===== config.mk =====
export PLATFORM = sky130hd
export DESIGN_NAME = round_robin_ready_queue_core
export DESIGN_NICKNAME = d
export VERILOG_FILES = /design/src/rrq_pkg.sv /design/src/rrq_cell.sv /design/src/round_robin_ready_queue_core.sv
export SDC_FILE = /design/constraint.sdc
export NUM_CORES = 1
export LEC_CHECK = 0
export BUFFER_PORTS_ARGS = -buffer_cell sky130_fd_sc_hd__buf_2
export CORE_ASPECT_RATIO = 1.2
export CORE_UTILIZATION = 64
export DETAILED_ROUTE_END_ITERATION = 7
export PLACE_DENSITY = 0.82
export SLEW_MARGIN = 15
export SYNTH_ARGS = -nofsm -noshare
export SYNTH_HDL_FRONTEND = slang
export SYNTH_SLANG_ARGS = --single-unit

===== constraint.sdc =====
create_clock -name i_clk -period 7.9 [get_ports i_clk]
set_clock_uncertainty 0.2 [all_clocks]
set_input_delay 2.37 -clock i_clk [delete_from_list [all_inputs] [get_ports i_clk]]
set_output_delay 2.37 -clock i_clk [all_outputs]
set_load 0.02 [all_outputs]

===== src/rrq_pkg.sv =====
// ----------------------------------------------------------------------------
// rrq_pkg
// Shared types and constants for the round-robin ready queue.
// ----------------------------------------------------------------------------
package rrq_pkg;

    localparam int DEF_QUEUE_DEPTH = 16;
    localparam int DEF_ID_WIDTH    = 16;

    // port field widths
    localparam int OP_W      = 3;
    localparam int TID_W     = 16;
    localparam int RES_W     = 16;
    localparam int STAT_W    = 2;
    localparam int CNT_OUT_W = 5;
    localparam int IN_TDATA_W  = 24;
    localparam int OUT_TDATA_W = 24;

    typedef enum logic [OP_W-1:0] {
        OP_INSERT = 3'd0,
        OP_REMOVE = 3'd1,
        OP_GET    = 3'd2,
        OP_NEXT   = 3'd3,
        OP_SETCUR = 3'd4,
        OP_SEARCH = 3'd5
    } t_op;

    typedef enum logic [STAT_W-1:0] {
        ST_OK       = 2'd0,
        ST_EMPTY    = 2'd1,
        ST_FULL     = 2'd2,
        ST_NOTFOUND = 2'd3
    } t_status;

    // per-cell control from the queue controller
    typedef struct packed {
        logic load;   // take the inserted id
        logic shift;  // take the neighbor's id (close a gap)
    } t_cell_ctl;

endpackage


===== src/rrq_cell.sv =====
// ----------------------------------------------------------------------------
// rrq_cell
// One slot of the queue: holds an id, compares it with the search key and
// takes either a new id or its upper neighbor's id.
// ----------------------------------------------------------------------------
module rrq_cell import rrq_pkg::*; #(
    parameter int ID_WIDTH = DEF_ID_WIDTH
) (
    input  logic                i_clk,
    input  t_cell_ctl           i_ctl,
    input  logic [ID_WIDTH-1:0] i_ins_id,
    input  logic [ID_WIDTH-1:0] i_nbr_id,
    input  logic [ID_WIDTH-1:0] i_key,
    output logic [ID_WIDTH-1:0] o_id,
    output logic                o_match
);

    logic [ID_WIDTH-1:0] r_id;
    logic [ID_WIDTH-1:0] n_id;

    always_comb begin
        n_id = r_id;
        if (i_ctl.load) begin
            n_id = i_ins_id;
        end else if (i_ctl.shift) begin
            n_id = i_nbr_id;
        end
    end

    always_ff @(posedge i_clk) begin
        r_id <= n_id;
    end

    assign o_id    = r_id;
    assign o_match = (r_id == i_key);

endmodule


===== src/round_robin_ready_queue_core.sv =====
// ----------------------------------------------------------------------------
// round_robin_ready_queue_core
// Ordered ring of thread ids with insert, remove, get, round-robin next,
// set-cursor and search, built as a row of id cells.
// ----------------------------------------------------------------------------
// Each operation word is done in one pass: every cell compares its id with
// the key at once, a priority pick finds the first live match, and on a
// removal every cell at or above the hole takes its upper neighbor's id in
// the same edge. The result word lands in an output register, and a new
// operation is taken whenever that register is empty or being drained, so
// the queue sustains one operation per cycle; the result word is valid in
// the cycle after acceptance. The critical path is set by the key compare
// plus the first-match priority pick across QUEUE_DEPTH cells.
// No clearing pass is needed after reset: cells beyond the count are never
// read.
module round_robin_ready_queue_core import rrq_pkg::*; #(
    parameter int QUEUE_DEPTH = DEF_QUEUE_DEPTH,
    parameter int ID_WIDTH    = DEF_ID_WIDTH
) (
    input  logic                   i_clk,
    input  logic                   i_rst_n,
    // operation stream
    input  logic                   i_s_axis_tvalid,
    output logic                   o_s_axis_tready,
    // [2:0] operation, [18:3] thread_id, [23:19] zero
    input  logic [IN_TDATA_W-1:0]  i_s_axis_tdata,
    // result stream
    output logic                   o_m_axis_tvalid,
    input  logic                   i_m_axis_tready,
    // [15:0] result_id, [17:16] status, [22:18] entry_count, [23] zero
    output logic [OUT_TDATA_W-1:0] o_m_axis_tdata
);

    localparam int CW  = $clog2(QUEUE_DEPTH + 1); // count width
    localparam int CIW = $clog2(QUEUE_DEPTH);     // slot index width

    // queue state
    logic [CW-1:0]  r_count;
    logic [CW-1:0]  n_count;
    logic [CIW-1:0] r_cur;
    logic [CIW-1:0] n_cur;

    // output register
    logic                   r_out_valid;
    logic [OUT_TDATA_W-1:0] r_out_data;

    // decoded input word
    t_op                 w_op;
    logic [ID_WIDTH-1:0] w_key;
    logic                w_accept;

    // cell row
    t_cell_ctl           w_ctl  [QUEUE_DEPTH];
    logic [ID_WIDTH-1:0] w_ids  [QUEUE_DEPTH];
    logic [ID_WIDTH-1:0] w_nbr  [QUEUE_DEPTH];
    logic [QUEUE_DEPTH-1:0] w_match;
    logic [QUEUE_DEPTH-1:0] w_hit;

    // operation decode results
    logic                w_found;
    logic [CIW-1:0]      w_at;
    logic                w_ins_en;
    logic                w_drop_en;
    logic [CIW-1:0]      w_drop_idx;
    logic [ID_WIDTH-1:0] w_res;
    t_status             w_st;
    logic [CIW:0]        w_cur_inc;
    logic [CIW-1:0]      w_cur_nxt;
    logic [CW-1:0]       w_cnt_dec;

    assign w_op     = t_op'(i_s_axis_tdata[OP_W-1:0]);
    assign w_key    = ID_WIDTH'(i_s_axis_tdata[OP_W+TID_W-1:OP_W]);
    assign o_s_axis_tready = !r_out_valid || i_m_axis_tready;
    assign w_accept = i_s_axis_tvalid && o_s_axis_tready;

    // cells, chained from the back toward the front
    for (genvar k = 0; k < QUEUE_DEPTH; k++) begin : g_cell
        if (k == QUEUE_DEPTH - 1) begin : g_last
            assign w_nbr[k] = '0;
        end else begin : g_mid
            assign w_nbr[k] = w_ids[k+1];
        end

        assign w_hit[k] = w_match[k] && (CW'(k) < r_count);

        always_comb begin
            w_ctl[k].load  = w_accept && w_ins_en && (CW'(k) == r_count);
            w_ctl[k].shift = w_accept && w_drop_en && (CIW'(k) >= w_drop_idx);
        end

        rrq_cell #(
            .ID_WIDTH (ID_WIDTH)
        ) u_cell (
            .i_clk    (i_clk),
            .i_ctl    (w_ctl[k]),
            .i_ins_id (w_key),
            .i_nbr_id (w_nbr[k]),
            .i_key    (w_key),
            .o_id     (w_ids[k]),
            .o_match  (w_match[k])
        );
    end

    // first live match from the front
    always_comb begin
        w_at = '0;
        for (int k = QUEUE_DEPTH - 1; k >= 0; k--) begin
            if (w_hit[k]) begin
                w_at = CIW'(k);
            end
        end
    end
    assign w_found = |w_hit;

    // round-robin step, wraps to the front at the count
    assign w_cur_inc = (CIW+1)'(r_cur) + (CIW+1)'(1);
    assign w_cur_nxt = (w_cur_inc >= (CIW+1)'(r_count)) ? '0 : w_cur_inc[CIW-1:0];
    assign w_cnt_dec = r_count - CW'(1);

    // operation decode
    always_comb begin
        w_ins_en   = 1'b0;
        w_drop_en  = 1'b0;
        w_drop_idx = '0;
        w_res      = '0;
        w_st       = ST_OK;
        n_count    = r_count;
        n_cur      = r_cur;
        case (w_op)
            OP_INSERT: begin
                if (r_count >= CW'(QUEUE_DEPTH)) begin
                    w_st = ST_FULL;
                end else begin
                    w_ins_en = 1'b1;
                    n_count  = r_count + CW'(1);
                end
            end
            OP_REMOVE: begin
                if (r_count == '0) begin
                    w_st = ST_EMPTY;
                end else if (!w_found) begin
                    w_st = ST_NOTFOUND;
                end else begin
                    w_res      = w_key;
                    w_drop_en  = 1'b1;
                    w_drop_idx = w_at;
                end
            end
            OP_GET: begin
                if (r_count == '0) begin
                    w_st = ST_EMPTY;
                end else begin
                    w_res      = w_ids[0];
                    w_drop_en  = 1'b1;
                    w_drop_idx = '0;
                end
            end
            OP_NEXT: begin
                if (r_count == '0) begin
                    w_st = ST_EMPTY;
                end else begin
                    n_cur = w_cur_nxt;
                    w_res = w_ids[w_cur_nxt];
                end
            end
            OP_SETCUR: begin
                if (r_count == '0) begin
                    w_st  = ST_EMPTY;
                    n_cur = '0;
                end else begin
                    n_cur = w_cnt_dec[CIW-1:0];
                end
            end
            OP_SEARCH: begin
                if (r_count == '0) begin
                    w_st = ST_EMPTY;
                end else if (!w_found) begin
                    w_st = ST_NOTFOUND;
                end else begin
                    w_res = w_key;
                end
            end
            default: begin
            end
        endcase

        // removal: shrink, pull the cursor back if the hole was at or before it
        if (w_drop_en) begin
            n_count = w_cnt_dec;
            if (w_cnt_dec == '0) begin
                n_cur = '0;
            end else begin
                if (w_drop_idx <= r_cur) begin
                    n_cur = (r_cur == '0) ? CIW'(w_cnt_dec - CW'(1)) : r_cur - CIW'(1);
                end
                if (CW'(n_cur) >= w_cnt_dec) begin
                    n_cur = CIW'(w_cnt_dec - CW'(1));
                end
            end
        end
    end

    // state registers
    always_ff @(posedge i_clk) begin
        if (!i_rst_n) begin
            r_count <= '0;
            r_cur   <= '0;
        end else if (w_accept) begin
            r_count <= n_count;
            r_cur   <= n_cur;
        end
    end

    // result word register
    always_ff @(posedge i_clk) begin
        if (!i_rst_n) begin
            r_out_valid <= 1'b0;
        end else if (w_accept) begin
            r_out_valid <= 1'b1;
        end else if (i_m_axis_tready) begin
            r_out_valid <= 1'b0;
        end
    end

    always_ff @(posedge i_clk) begin
        if (w_accept) begin
            r_out_data <= {1'b0, CNT_OUT_W'(n_count), w_st, RES_W'(w_res)};
        end
    end

    assign o_m_axis_tvalid = r_out_valid;
    assign o_m_axis_tdata  = r_out_data;

`ifndef ASSERT_OFF
    // count never exceeds the number of cells
    a_count_range: assert property (@(posedge i_clk) disable iff (!i_rst_n)
        r_count <= CW'(QUEUE_DEPTH))
        else $error("entry count above queue depth");

    // cursor stays on a live slot, or at the front when empty
    a_cursor_live: assert property (@(posedge i_clk) disable iff (!i_rst_n)
        (r_count == '0) ? (r_cur == '0) : (CW'(r_cur) < r_count))
        else $error("cursor off the live entries");

    // an accepted word always yields a result word in the next cycle
    a_result_follows: assert property (@(posedge i_clk) disable iff (!i_rst_n)
        w_accept |=> r_out_valid)
        else $error("accepted word produced no result");

    // count holds when no word is accepted (the step per accepted word is not checked here)
    a_count_step: assert property (@(posedge i_clk) disable iff (!i_rst_n)
        !w_accept |=> $stable(r_count))
        else $error("count changed without an operation");
`endif

endmodule

==> results.cfg <==
[synth]
syn_avg_cell_area_um2 = 11.2
synth_async_sr_flop_share_pct = 0
synth_warnings = 0
synth_area_um2 = 19600
ys_ff_latch = 289
synthCells = 1747
synth_edf_count = 279
yosys.cell_types.count = 81
synth_fp_nets = 1801
yosysSeqAreaShare_pct = 43.8
ys.flop_type = edfxtp_1

[min_path]
hp-start = o_m_axis_tvalid$_SDFFE_PN0P_
whs_path_depth = 2
holdCritPathClass = flip-flop to flip-flop
hold-path-endpoint = o_m_axis_tvalid$_SDFFE_PN0P_

[detailed_routing]
route.detailed.drc = 0
wl_um = 68400
ant_nets = 0
drtIter0Drc = 2300
drtPass1Iterations = 5
via_per_inst = 6.98
vias = 15500
wl_per_cell_um = 30.9

[critical_path]
cp_max_fo = 12
cp.required_ns = 8.18
worstRegToRegCells = 31
crit_path_end_kind = flip-flop
crit_family = simple AND/OR/NAND/NOR gates
slowest_stage = nor4_2
start_kind = input port
r2r-end = r_cur[3]$_SDFFE_PN0P_
cp.depth = 32
critPathMaxStageDelay_ns = 0.45
r2r-start = r_count[2]$_SDFFE_PN0P_
critPathArrivalTime_ns = 7.69
crit_type = input port to flip-flop
path_buf_inv = 6
r2r_slack_ns = 1.49

[final_layout]
final_util_pct = 72.5
seq_area_um2 = 8580
diodes = 0
multi_input_area_um2 = 10200
synthToLayoutAreaGrowth_pct = 10.5
nets = 1858
fillCellCount = 2171
drive_gt1_share_pct = 28.1

[global_routing]
grt_overflow = 0
antenna_found_initial = 1
grt_pass1_vias = 14800
grt_first_pass_wirelength_um = 98800
grtUsageTotal_pct = 43.6
grt_max_degree = 60

[placed_design]
portBuffers = 47
dp_hpwl_um = 50900
gp_congestion = 1.01

[clock_network]
clk_path_buf_depth = 3
cts-root-buf = clkbuf_16
hold_buffers = 0
clock_sinks = 289
ctsResizeCount = 0
cts.htree.levels = 1
cts_tree = done
clkSlewWorstSetupHoldPaths_ns = 0.06
postCtsSetupBuffers = 0
cts_made_buffers = 31
worstSkewPairLatency_ns = 0.58

[power]
power_density_nw_per_um2 = 171
power.leakage_nw = 7.67
ir_drop_uv = 166

[sta]
hold_slack_ns = 0.337
period_minus_slack_ns = 7.41
min_period_over_period_pct = 93.8
finalSetupViolCount = 0
rsz0062_at_grt = false
fin_setup_tns_ns = 0
hold_violations = 0
drv_slew = 0
tightest_slew_ns = 1.21
fmax_ghz = 0.135
slew_headroom_pct = 18.9

[job]
maxCapViolCount = 0

[die]
ioPinCount = 54
dieHeight_um = 194
dieArea_um2 = 31300
initial_core_util_pct = 65.6
rows = 69
dieWidth_um = 162
core_um2 = 29900

[outcome]
status = finished clean
==> registers in the layout, indices dropped and copies added, names as in the netlist <==
| name | count |
|---|---|
| g_cell.u_cell.o_id | 256 |
| r_count | 5 |
| r_cur | 4 |
| o_m_axis_tdata | 23 |
| o_m_axis_tvalid | 1 |
==> cells by family (layout without fill, tap and decap cells) <==
logic type / after synthesis / count (layout) / synth area share, %
compound gates: 294 / 294 / 10.4
xor+xnor: 268 / 268 / 12.0
fa+ha+maj: 26 / 26 / 1.66
buf+inv: 164 / 242 / 4.50
flops: 289 / 289 / 43.8
mux: 298 / 298 / 16.9
other cells: 1 / 1 / 0.0191
simple gates: 407 / 407 / 10.8
==> synthesized netlist by cell type (21+ instances only) <==
| master | number | area share (%) |
|---|---|---|
| a211oi_1 | 28 | 1.1 |
| nor4_1 | 37 | 1.2 |
| a31oi_1 | 28 | 0.89 |
| mux2i_1 | 41 | 2.1 |
| ha_1 | 26 | 1.7 |
| o21ai_0 | 33 | 0.84 |
| mux2_2 | 256 | 15 |
| edfxtp_1 | 279 | 43 |
| nor2_1 | 65 | 1.2 |
| nand2_1 | 127 | 2.4 |
| clkbuf_1 | 74 | 1.4 |
| buf_2 | 21 | 0.54 |
| xnor2_1 | 152 | 6.8 |
| nand3_1 | 44 | 1.1 |
| xor2_1 | 115 | 5.1 |
| a21oi_1 | 79 | 2.0 |
| nand4_1 | 27 | 0.86 |
==> layout make-up <==
type | count | area share (%)
repair buffers | 166 | 6.19
multi-input cells | 1294 | 47.0
clock buffers | 40 | 3.74
inverters | 22 | 0.381
well taps | 390 | 2.25
clock inverters | 14 | 0.774
flip-flops and latches | 289 | 39.6
==> per-stage QoR <==
| stage | cells | setup WS, ns | power [mW] | cell area (µm²) |
|---|---|---|---|---|
| finish | 2215 | 0.493 | 3.71 | 21700 |
| global route | 2215 | 0.170 | 3.78 | 21700 |
| CTS | 2215 | 0.565 | 3.68 | 21700 |
| detailed placement | 2161 | -0.0131 | 2.26 | 20700 |
| global placement | 2161 | -0.0126 | 2.25 | 20700 |
| floorplan | 1747 | 0.525 | 2.07 | 19600 |
==> worst min-delay path: stages, from the launching register on <==
cell      delay [ns]
dfxtp_1         0.31
nand2b_1        0.09
a21boi_0        0.09
==> layout by cell type (no fill, tap or decap), types with 6 or more instances in the layout <==
cell	Yosys	final
nor3_1	19	19
o31ai_1	10	10
nor2b_1	17	17
nand2_1	127	127
a31oi_1	28	28
clkbuf_1	74	9
dfxtp_1	10	9
buf_12	0	17
o21a_1	7	7
a22oi_1	12	12
and2_1	17	17
xnor2_1	152	152
o211ai_1	9	9
nand4_1	27	27
a211oi_1	28	26
nand2b_1	10	10
xor2_1	115	115
a221oi_1	13	13
o221ai_1	10	10
clkbuf_16	0	31
a21o_1	6	6
a221o_1	16	16
mux2_2	256	256
nor2_1	65	63
nor4_1	37	37
inv_1	17	17
buf_4	17	102
o21ai_0	33	32
and3_1	11	11
a21oi_1	79	79
edfxtp_1	279	279
mux2i_1	41	41
nand3_1	44	43
ha_1	26	26
buf_2	21	47
==> per-layer routing <==
| metal | global-route usage, % | vias up | part of all wire (%) |
|---|---|---|---|
| met5 | 0 | - | 0 |
| met4 | 29.2 | 0 | 8.2 |
| met3 | 7.51 | 252 | 11 |
| met2 | 67.5 | 1124 | 45 |
| met1 | 56.0 | 7493 | 36 |
| li1 | - | 6602 | - |
==> worst max-delay path by stage <==
stage | start | to | slack [ns]
5_1_grt | i_s_axis_tdata[14] | r_cur[3]$_SDFFE_PN0P_ | 0.17
3_5_place_dp | i_s_axis_tdata[14] | r_cur[3]$_SDFFE_PN0P_ | -0.01
4_1_cts | i_s_axis_tdata[14] | r_cur[3]$_SDFFE_PN0P_ | 0.56
2_1_floorplan | i_s_axis_tdata[5] | r_cur[3]$_SDFFE_PN0P_ | 0.53
3_3_place_gp | i_s_axis_tdata[14] | r_cur[3]$_SDFFE_PN0P_ | -0.01
6_report | i_s_axis_tdata[14] | r_cur[3]$_SDFFE_PN0P_ | 0.49
==> power by group <==
group | leakage (nW) | total [mW] | switching, mW | internal, mW
combinational | 4.51 | 0.556 | 0.360 | 0.196
clock | 0.477 | 1.46 | 0.616 | 0.844
sequential | 2.68 | 1.69 | 0.0198 | 1.68
No activity file was read; power rests on OpenSTA's default activity.
